==> src/rtl/assert_macros.svh <==
// Assertion macros for the RTL files that carry checks.
`ifndef ASSERT_MACROS_SVH
`define ASSERT_MACROS_SVH

// Clocked check, disabled while reset is asserted.
`define RLP_ASSERT(label, prop) \
  label: assert property (@(posedge clk_i) disable iff (!rst_ni) (prop)) \
    else $error("rlp assertion failed");

// Clocked check that also runs during reset.
`define RLP_ASSERT_ALWAYS(label, prop) \
  label: assert property (@(posedge clk_i) (prop)) \
    else $error("rlp assertion failed during or after reset");

`endif

==> src/rtl/rlp_pkg.sv <==
// Types and constants of the rate-limited positioner.
package rlp_pkg;

  typedef enum logic [1:0] {
    ST_IDLE      = 2'd0,
    ST_RUNNING   = 2'd1,
    ST_COMPLETED = 2'd2,
    ST_ERROR     = 2'd3
  } status_e;

  typedef enum logic [1:0] {
    CFG_MODE  = 2'd0,
    CFG_SPEED = 2'd1
  } cfg_idx_e;

  localparam int unsigned POS_W   = 32;
  localparam int unsigned SPEED_W = 31;

  localparam logic [32:0] NEAR_MOVE   = 33'd30;
  localparam logic [30:0] NEAR_MOVE_S = 31'd30;
  localparam logic [32:0] NEAR_TGT    = 33'd10;
  localparam logic [3:0]  SETTLE_NEED = 4'd5;
  localparam logic [3:0]  SETTLE_SAT  = 4'd10;
  localparam logic [7:0]  TMO_LIMIT   = 8'd200;
  localparam logic [7:0]  TMO_SAT     = 8'd255;
  localparam logic [2:0]  RETRY_MAX   = 3'd4;
  localparam logic [2:0]  RETRY_SAT   = 3'd7;

  typedef struct packed {
    logic [POS_W-1:0] pos;
    logic [3:0]       settle;
    logic [7:0]       tmo;
    logic [2:0]       retry;
    status_e          status;
  } state_t;

  typedef struct packed {
    logic notify;
    logic issued;
  } flags_t;

endpackage

==> src/rtl/rlp_tick.sv <==
// One control tick: position step, settle detector, timeout watchdog, ack and start.
module rlp_tick import rlp_pkg::*; (
  input  state_t             state_i,
  input  logic               mode_i,
  input  logic [SPEED_W-1:0] speed_i,
  input  logic [POS_W-1:0]   target_i,
  input  logic               start_i,
  input  logic               ack_i,
  output state_t             state_o,
  output flags_t             flags_o
);

  logic signed [32:0] diff;
  logic [32:0]        mag;
  logic [32:0]        speed_x;
  logic               over;
  logic [POS_W-1:0]   step;
  logic [POS_W-1:0]   pos_new;
  logic               settled;
  logic [3:0]         settle_inc;
  logic               settle_done;
  status_e            status_a;
  status_e            status_c;
  status_e            status_d;
  logic               run_a;
  logic [7:0]         tmo_inc;
  logic               timeout_hit;
  logic [2:0]         retry_inc;
  logic               retry_err;
  logic               ack_go;
  logic               start_go;

  assign diff    = $signed({target_i[POS_W-1], target_i})
                 - $signed({state_i.pos[POS_W-1], state_i.pos});
  assign mag     = diff[32] ? 33'(-diff) : 33'(diff);
  assign speed_x = {2'b00, speed_i};
  assign over    = mag > speed_x;

  // clamp the step to the profile speed; it never overshoots the target
  assign step    = over ? (diff[32] ? 32'(-speed_x) : speed_x[31:0]) : diff[31:0];
  assign pos_new = state_i.pos + step;

  // position_before always equals the old position, so the move is |step|
  // and the residual error is |diff| less the step
  assign settled = (state_i.status == ST_RUNNING)
                 && ((mag < NEAR_MOVE) || (speed_i < NEAR_MOVE_S))
                 && (mag < (speed_x + NEAR_TGT));

  assign settle_inc  = settled ? state_i.settle + 4'd1 : state_i.settle;
  assign settle_done = settle_inc > SETTLE_NEED;
  assign status_a    = settle_done ? ST_COMPLETED : state_i.status;
  assign run_a       = status_a == ST_RUNNING;

  assign tmo_inc     = (state_i.tmo != TMO_SAT) ? state_i.tmo + 8'd1 : state_i.tmo;
  assign timeout_hit = run_a && (tmo_inc > TMO_LIMIT);
  assign retry_inc   = (state_i.retry != RETRY_SAT) ? state_i.retry + 3'd1
                                                     : state_i.retry;
  assign retry_err   = timeout_hit && (retry_inc > RETRY_MAX);

  assign status_c = retry_err ? ST_ERROR : status_a;
  assign ack_go   = ack_i && ((status_c == ST_COMPLETED) || (status_c == ST_ERROR));
  assign status_d = ack_go ? ST_IDLE : status_c;
  assign start_go = start_i && (status_d == ST_IDLE);

  // next state
  always_comb begin
    state_o = state_i;
    if (mode_i) begin
      state_o.pos    = pos_new;
      state_o.settle = settle_done ? SETTLE_SAT : settle_inc;
      state_o.status = status_d;
      if (run_a) begin
        state_o.tmo = tmo_inc;
        if (timeout_hit) begin
          state_o.settle = 4'd0;
          state_o.tmo    = 8'd0;
          state_o.retry  = retry_inc;
        end
      end
      if (ack_go) begin
        state_o.settle = 4'd0;
      end
      if (start_go) begin
        state_o.status = ST_RUNNING;
        state_o.settle = 4'd0;
        state_o.tmo    = 8'd0;
        state_o.retry  = 3'd0;
      end
    end
  end

  // per-tick flags
  always_comb begin
    flags_o.notify = mode_i
                   && ((settle_done && (state_i.status != ST_COMPLETED)) || retry_err);
    flags_o.issued = mode_i && (timeout_hit || start_go);
  end

endmodule

==> src/rtl/rate_limited_positioner_with_watchdog_top.sv <==
// Top level of the rate-limited positioner with settle detector and timeout watchdog.
//
//  channel | signals                                          | direction
//  --------+--------------------------------------------------+----------
//  cfg     | cfg_valid_i/cfg_ready_o, cfg_index_i, cfg_data_i | in
//  tick in | in_valid_i/in_ready_o, target, start, acknowledge | in
//  result  | out_valid_o/out_ready_i, position, status, flags | out
//
// One tick a cycle sustained while the result is not stalled; a tick leaves
// the input register and lands in the result register, where it is offered at once.
// The state registers update as the tick moves on, feeding the next tick.
// A stalled result holds the input register; cfg_ready_o is always high.
// Reset puts the block idle at position zero with mode disabled, speed zero.
module rate_limited_positioner_with_watchdog_top import rlp_pkg::*; (
  input  logic               clk_i,
  input  logic               rst_ni,
  input  logic               cfg_valid_i,
  output logic               cfg_ready_o,
  input  logic [1:0]         cfg_index_i,
  input  logic [31:0]        cfg_data_i,
  input  logic               in_valid_i,
  output logic               in_ready_o,
  input  logic [POS_W-1:0]   target_position_i,
  input  logic               start_request_i,
  input  logic               acknowledge_i,
  output logic               out_valid_o,
  input  logic               out_ready_i,
  output logic [POS_W-1:0]   actual_position_o,
  output logic [1:0]         move_status_o,
  output logic               notify_o,
  output logic               command_issued_o,
  output logic [2:0]         retries_used_o
);

  `include "assert_macros.svh"

  logic               mode_q;
  logic [SPEED_W-1:0] speed_q;
  state_t             state_q, state_d;
  flags_t             flags;

  logic               in_vld_q;
  logic [POS_W-1:0]   target_q;
  logic               start_q;
  logic               ack_q;
  logic               fire;

  logic               out_vld_q;
  logic [POS_W-1:0]   pos_out_q;
  status_e            status_out_q;
  flags_t             flags_out_q;
  logic [2:0]         retry_out_q;

  assign cfg_ready_o = 1'b1;

  always_ff @(posedge clk_i or negedge rst_ni) begin
    if (!rst_ni) begin
      mode_q  <= 1'b0;
      speed_q <= '0;
    end else if (cfg_valid_i) begin
      unique case (cfg_index_i)
        CFG_MODE:  mode_q  <= cfg_data_i[0];
        CFG_SPEED: speed_q <= cfg_data_i[SPEED_W-1:0];
        default:   ;
      endcase
    end
  end

  // advance the tick when the result register is free or being drained
  assign fire       = in_vld_q && (!out_vld_q || out_ready_i);
  assign in_ready_o = !in_vld_q || fire;

  always_ff @(posedge clk_i or negedge rst_ni) begin
    if (!rst_ni) begin
      in_vld_q <= 1'b0;
    end else if (in_ready_o) begin
      in_vld_q <= in_valid_i;
    end
  end

  always_ff @(posedge clk_i) begin
    if (in_ready_o && in_valid_i) begin
      target_q <= target_position_i;
      start_q  <= start_request_i;
      ack_q    <= acknowledge_i;
    end
  end

  rlp_tick u_tick (
    .state_i  (state_q),
    .mode_i   (mode_q),
    .speed_i  (speed_q),
    .target_i (target_q),
    .start_i  (start_q),
    .ack_i    (ack_q),
    .state_o  (state_d),
    .flags_o  (flags)
  );

  always_ff @(posedge clk_i or negedge rst_ni) begin
    if (!rst_ni) begin
      state_q <= '{pos: '0, settle: '0, tmo: '0, retry: '0, status: ST_IDLE};
    end else if (fire) begin
      state_q <= state_d;
    end
  end

  always_ff @(posedge clk_i or negedge rst_ni) begin
    if (!rst_ni) begin
      out_vld_q <= 1'b0;
    end else if (fire) begin
      out_vld_q <= 1'b1;
    end else if (out_ready_i) begin
      out_vld_q <= 1'b0;
    end
  end

  always_ff @(posedge clk_i) begin
    if (fire) begin
      pos_out_q    <= state_d.pos;
      status_out_q <= state_d.status;
      flags_out_q  <= flags;
      retry_out_q  <= state_d.retry;
    end
  end

  assign out_valid_o       = out_vld_q;
  assign actual_position_o = pos_out_q;
  assign move_status_o     = status_out_q;
  assign notify_o          = flags_out_q.notify;
  assign command_issued_o  = flags_out_q.issued;
  assign retries_used_o    = retry_out_q;

  `RLP_ASSERT(a_fire_gives_result, fire |=> out_valid_o)
  `RLP_ASSERT(a_disabled_holds_state, (fire && !mode_q) |-> (state_d == state_q))
  `RLP_ASSERT_ALWAYS(a_counters_bounded, !rst_ni || ((state_q.tmo <= TMO_LIMIT) && (state_q.retry <= RETRY_MAX + 3'd1)))
  `RLP_ASSERT_ALWAYS(a_settle_codes, !rst_ni || (state_q.settle <= SETTLE_NEED) || (state_q.settle == SETTLE_SAT))

endmodule
==> config.mk <==
export PLATFORM = sky130hd
export DESIGN_NAME = rate_limited_positioner_with_watchdog_top
export DESIGN_NICKNAME = d
export VERILOG_FILES = /design/src/rtl/rlp_pkg.sv /design/src/rtl/rlp_tick.sv /design/src/rtl/rate_limited_positioner_with_watchdog_top.sv
export VERILOG_INCLUDE_DIRS = /design/src /design/src/rtl
export SDC_FILE = /design/constraint.sdc
export NUM_CORES = 1
export LEC_CHECK = 0
export BUFFER_PORTS_ARGS = -buffer_cell sky130_fd_sc_hd__clkbuf_2
export CAP_MARGIN = 10
export CORE_UTILIZATION = 45
export CTS_CLUSTER_DIAMETER = 100
export DETAILED_ROUTE_END_ITERATION = 8
export PLACE_DENSITY = 0.71
export SYNTH_ARGS = -nofsm -noshare
export SYNTH_HDL_FRONTEND = slang
export SYNTH_SLANG_ARGS = --single-unit
==> constraint.sdc <==
create_clock -name clk_i -period 11 [get_ports clk_i]
set_input_delay 2.2 -clock clk_i [delete_from_list [all_inputs] [get_ports clk_i]]
set_output_delay 2.2 -clock clk_i [all_outputs]
set_load 0.02 [all_outputs]
; ---- After elaboration in Yosys (flattened, before gate mapping)
; Index checks and enable logic that the tools add are counted.
[word_totals]
out_inout_bits = 42
reg_bits = 156
word_cells = 84
inputBits = 73
[op_classes]
order_cmp = 7
muxes = 17
n_reduce_logical = 27
add_sub_neg = 8
n_eq_ne = 8
[op_table]
columns = cell, n
row1 = 32-bit two-way mux, 2
row2 = 49-bit two-way mux, 1
row3 = 33-bit by 31-bit greater-than comparator with 1-bit output, 1
row4 = 33-bit < comparator, 1
row5 = "33-bit by 5-bit < comparator with 1-bit output, second input constant", 1
row6 = 33-bit two-way mux, 1
row7 = 33-bit negation, 1
row8 = 32-bit by 32-bit subtractor with 33-bit output, 1
row9 = "31-bit by 4-bit adder with 32-bit output, second input constant", 1
row10 = 32-bit adder, 1
row11 = 31-bit negation with 32-bit output, 1
row12 = "31-bit by 5-bit < comparator with 1-bit output, second input constant", 1
row13 = 15-bit two-way mux, 2
row14 = 17-bit two-way mux, 1
row15 = 4-bit two-way mux, 3
row16 = 1-bit logical AND, 11
row17 = "8-bit by 1-bit adder with 8-bit output, second input constant", 1
row18 = "8-bit greater-than comparator, second input constant", 1
row19 = 8-bit two-way mux, 1
row20 = "8-bit inequality test, second input constant", 1
row21 = "2-bit by 1-bit equality test with 1-bit output, second input constant", 3
row22 = 1-bit logical OR, 6
row23 = 2-bit two-way mux, 3
row24 = 2-bit AND reduction, 3
row25 = other kinds (13), 18

; ---- Logic depth before layout (Yosys ltp)
[logic_depth]
word_depth = 22
mapped_depth = 52
mapped_depth_nobuf = 48

; ---- Cells and area by module
; Synthesis repeated with hierarchy kept, for this count alone.
[unflattened]
hier_cells = 1633
area_unflattened_um2 = 14785.4
[modules_own_cells]
columns = module, cells_per_inst, seq_area_each_um2, n_inst, area_per_inst_um2
row1 = rlp_tick, 1377, 0.0, 1, 9236.4
row2 = rate_limited_positioner_with_watchdog_top, 256, 4269.1, 1, 5549.1

; ---- Least setup slack after synthesis
; Ideal clock, no wire load.
[synth_timing]
path_type = register to register
startpoint = register state_q[17] (netlist name)
endpoint = register pos_out_q[31], in the netlist actual_position_o[31] (data pin)
synth_period_minus_slack_ps = 9834
n_path_buf = 4
required_time_ps = 10742
setup_ps = 258
path_stages_with_launch = 50
setup_slack_ps = 1166
arrival_time_ps = 9576
cell_sequence = dfrtp_1 ha_1 fa_1 nand2b_1 a211oi_1 o21ai_0 nand4_1 nand2_1 o21ai_1 clkbuf_1 buf_1 buf_1 nor2_1 a21oi_1 ha_1 nor2b_1 o21a_1 o21a_1 [14 not listed] a21o_1 a21oi_1 o21bai_1 a21o_1 o31a_1 a41o_1 o21ai_0 o21ai_0 o21a_1 o21ai_0 a211oi_1 o31ai_1 a21oi_1 nand4_1 nand4b_1 xnor2_1 nand2_1 xnor2_1
[synth_rtl]
columns = element, line_no
row1 = start: declaration, rate_limited_positioner_with_watchdog_top.sv:39  ; state_t state_q, state_d;
row2 = start signal: assignment, rate_limited_positioner_with_watchdog_top.sv:102  ; state_q <= '{pos: '0, settle: '0, tmo: '0, retry: '0, status: ST_IDLE};
row3 = start signal: assignment, rate_limited_positioner_with_watchdog_top.sv:104  ; state_q <= state_d;
row4 = end signal: assignment, rate_limited_positioner_with_watchdog_top.sv:120  ; pos_out_q <= state_d.pos;
row5 = end: declaration, rate_limited_positioner_with_watchdog_top.sv:49  ; logic [POS_W-1:0] pos_out_q;

==> key figures <==
Status
  • Violated checks: design-rule violations
  • Outcome: finished, violations left

Yosys
  • Mapped Nets: 1869
  • Post-synth EDFFs: 73
  • Post-synthesis mux area share: 3.94%
  • Synth area leaders: edfxtp_1 (15%), dfrtp_1 (15%), ha_1 (11%)
  • Post-synthesis adder-cell area fraction: 11.9%
  • Yosys top cell area share: 15.4%
  • Synth Area in Compound Gates: 21.3%
  • Post-Syn Area per Cell: 8.53 um^2
  • Synthesized-area fraction occupied by and/or/nand/nor cells: 19.2%
  • Asr flop ratio synth: 53.2%
  • Post-synthesis sequential area ratio: 30.1%
  • Mapped Area: 14200 um^2
  • XOR/XNOR share of the synthesized area: 8.98%
  • Most numerous cell in the Yosys netlist: nand2_1
  • Synth Flop Type: dfrtp_1
  • Synth cell types: 97
  • YS warnings: 0
  • Area leader, netlist: edfxtp_1
  • Synth Instances: 1664
  • Main combinational cell family by area after synthesis: compound AO/OA/AOI/OAI gates
  • Commonest cells in the netlist: nand2_1 (183), o21ai_0 (139), ha_1 (130)
  • Synth Register Bits: 156

Final layout
  • Layout cells sized above 1: 14.4%
  • Layout area overhead: 10.7%
  • Core Util, Final: 51.0%
  • Diode count: 0
  • Layout Nets: 1949

Critical path
  • Worst Setup Path Type: flop to flop
  • Crit path max-delay family: compound AO/OA/AOI/OAI gates
  • Critical Path RT: 11.20 ns
  • Slowest stage delay, CP: 0.42 ns
  • CP max-delay cell: fa_1
  • Crit path max fanout: 9
  • Crit end category: flop
  • Worst path buffer plus inverter count: 0
  • Crit path launch type: flop
  • Critical Path AT: 10.47 ns
  • Most used cell along the critical path: a21oi_1

GRT
  • Largest net degree at the start of global routing: 73
  • Initial antenna violation count: 0
  • GRT Overall Usage: 23.6%
  • Global-route wire length before repair: 61.2 mm
  • Total gr overflow: 0
  • Vias in the first global route: 12114

Timing
  • Hold_ws: 0.514 ns
  • Max_slew headroom: 33.1%
  • Fin. Hold Viols: 0
  • Achievable frequency: 0.0973 GHz
  • Final setup fails: 0
  • Period utilization: 93.4%
  • Final worst path period need: 10.27 ns
  • Fin. max-slew vios: 0
  • Clock Skew: 0.0118 ns
  • Slew @ Worst Pin: 1.00 ns
  • Final worst slack: 0.726 ns
  • TNS Setup: 0 ns
  • RSZ-0062 raised after global routing: false

Min path
  • Type of the worst min-delay path: flop to flop

Job
  • Total of max-cap violations: 0

Floorplanning
  • Die width: 180 um
  • Die area: 32300 um^2
  • Core ar.: 30800 um^2
  • Boundary Pins: 115
  • Die height: 180 um
  • FP Rows: 64
  • Initial Utilization: 46.1%

Placement
  • Gpl congestion: 0.936
  • DP HPWL: 29.0 mm
  • Setup slack after placement: 0.514 ns
  • Port buffer count: 112

Clocking
  • Root Buffer: clkbuf_16
  • CTS Buf Count: 17
  • Worst-Skew Late Latency: 0.45 ns
  • Sink Count: 156
  • Worst-path clk slew: 0.06 ns
  • Longest Clk Path Bufs: 2
  • Hold buffers post-CTS: 0
  • CTS tree: yes
  • H-tree depth: 4

Detailed routing
  • WL per Instance: 17.5 um
  • TritonRoute pass-1 iters: 9
  • DRC viols: 5
  • WL final: 37.7 mm
  • Via density: 5.81
  • Routed Antenna Nets: 0
  • Drt initial violations: 740
  • Via count: 12505
## path summary, 6_finish.rpt
path	cells after the start	endpoint	start	slack, ns
worst max-delay path	46	actual_position_o[30]	state_q[17]	0.73
min in group asynchronous	1	state_q[6]	rst_ni	1.73
worst max register to register	46	actual_position_o[30]	state_q[17]	0.73
worst min-delay path	1	out_valid_o	in_vld_q	0.51
worst min register to register	1	out_valid_o	in_vld_q	0.51
max in group asynchronous	2	mode_q	rst_ni	8.17
## through the flow
stage                     area [um^2]  cells
after global routing            15700   2153
after global placement          15100   2118
after floorplan                 14200   1664
after detailed placement        15100   2118
after CTS                       15700   2150
final                           15700   2153
## cells by family (layout without fill, tap and decap cells)
logic type,count (synthesis),in the layout
flops,156,156
fa+ha+maj,134,134
mux,51,51
other cells,1,1
xor+xnor,143,143
simple gates,556,556
buf+inv,157,250
compound gates,466,466
## routing by layer
metal	vias to the layer above	wire (um)	global-route usage, %
met1	5931	16600	28.7
met4	0	1050	8.72
li1	6214	-	-
met2	306	18700	42.2
met3	54	1260	3.24
met5	-	0	0
## layout make-up
type,count,area (um^2)
repair buffers,132,717
well taps,396,495
multi-input cells,1351,9340
clock inverters,15,153
flip-flops and latches,156,4270
inverters,86,323
fillers,2925,15100
clock buffers,17,425
## layout by cell type, fill, tap and decap left out, types with 7 or more instances in the layout
| master | count |
|---|---|
| and2_1 | 17 |
| o21a_1 | 24 |
| clkbuf_16 | 17 |
| a21oi_1 | 108 |
| and4_1 | 7 |
| mux2i_1 | 12 |
| a22o_1 | 7 |
| nand2b_1 | 24 |
| o21ai_0 | 139 |
| nor2b_1 | 18 |
| a41oi_1 | 8 |
| or3_1 | 15 |
| nor3_1 | 35 |
| nand4_1 | 31 |
| o21bai_1 | 13 |
| o211ai_1 | 11 |
| and3_1 | 15 |
| nor4_1 | 14 |
| a31oi_1 | 13 |
| inv_6 | 7 |
| nand3_1 | 47 |
| mux2_2 | 39 |
| nor2_1 | 110 |
| o31ai_1 | 12 |
| buf_4 | 20 |
| dfrtp_1 | 82 |
| a21o_1 | 30 |
| a211oi_1 | 12 |
| inv_1 | 85 |
| or2_2 | 7 |
| a211o_1 | 8 |
| xor2_1 | 22 |
| clkbuf_2 | 111 |
| edfxtp_1 | 73 |
| ha_1 | 130 |
| o21ai_1 | 9 |
| nand2_1 | 183 |
| xnor2_1 | 117 |
## worst register-to-register path: cells and delay by family (launching register included)
kind	cells	cell delay, ns
xor+xnor	2	0.42
simple gates	9	1.35
fa+ha+maj	5	1.63
mux	1	0.26
flops	1	0.41
compound gates	29	5.97
## sequential cells by signal, indices dropped and copies added (netlist names)
register and count:
speed_q 31, out_valid_o 1, in_vld_q 1, start_q 1, actual_position_o 32, notify_o 1, command_issued_o 1, target_q 32
retries_used_o 3, state_q 49, move_status_o 2, ack_q 1, mode_q 1
## what timing repair did
item | CTS | global route
buffers inserted | 0 | 3
gates resized for setup | 0 | 9
endpoints found under the setup margin | 0 | 7
Power is left out: the tool's default activity adds up to more than one toggle a clock period on the data nets, which glitch-free logic cannot reach.
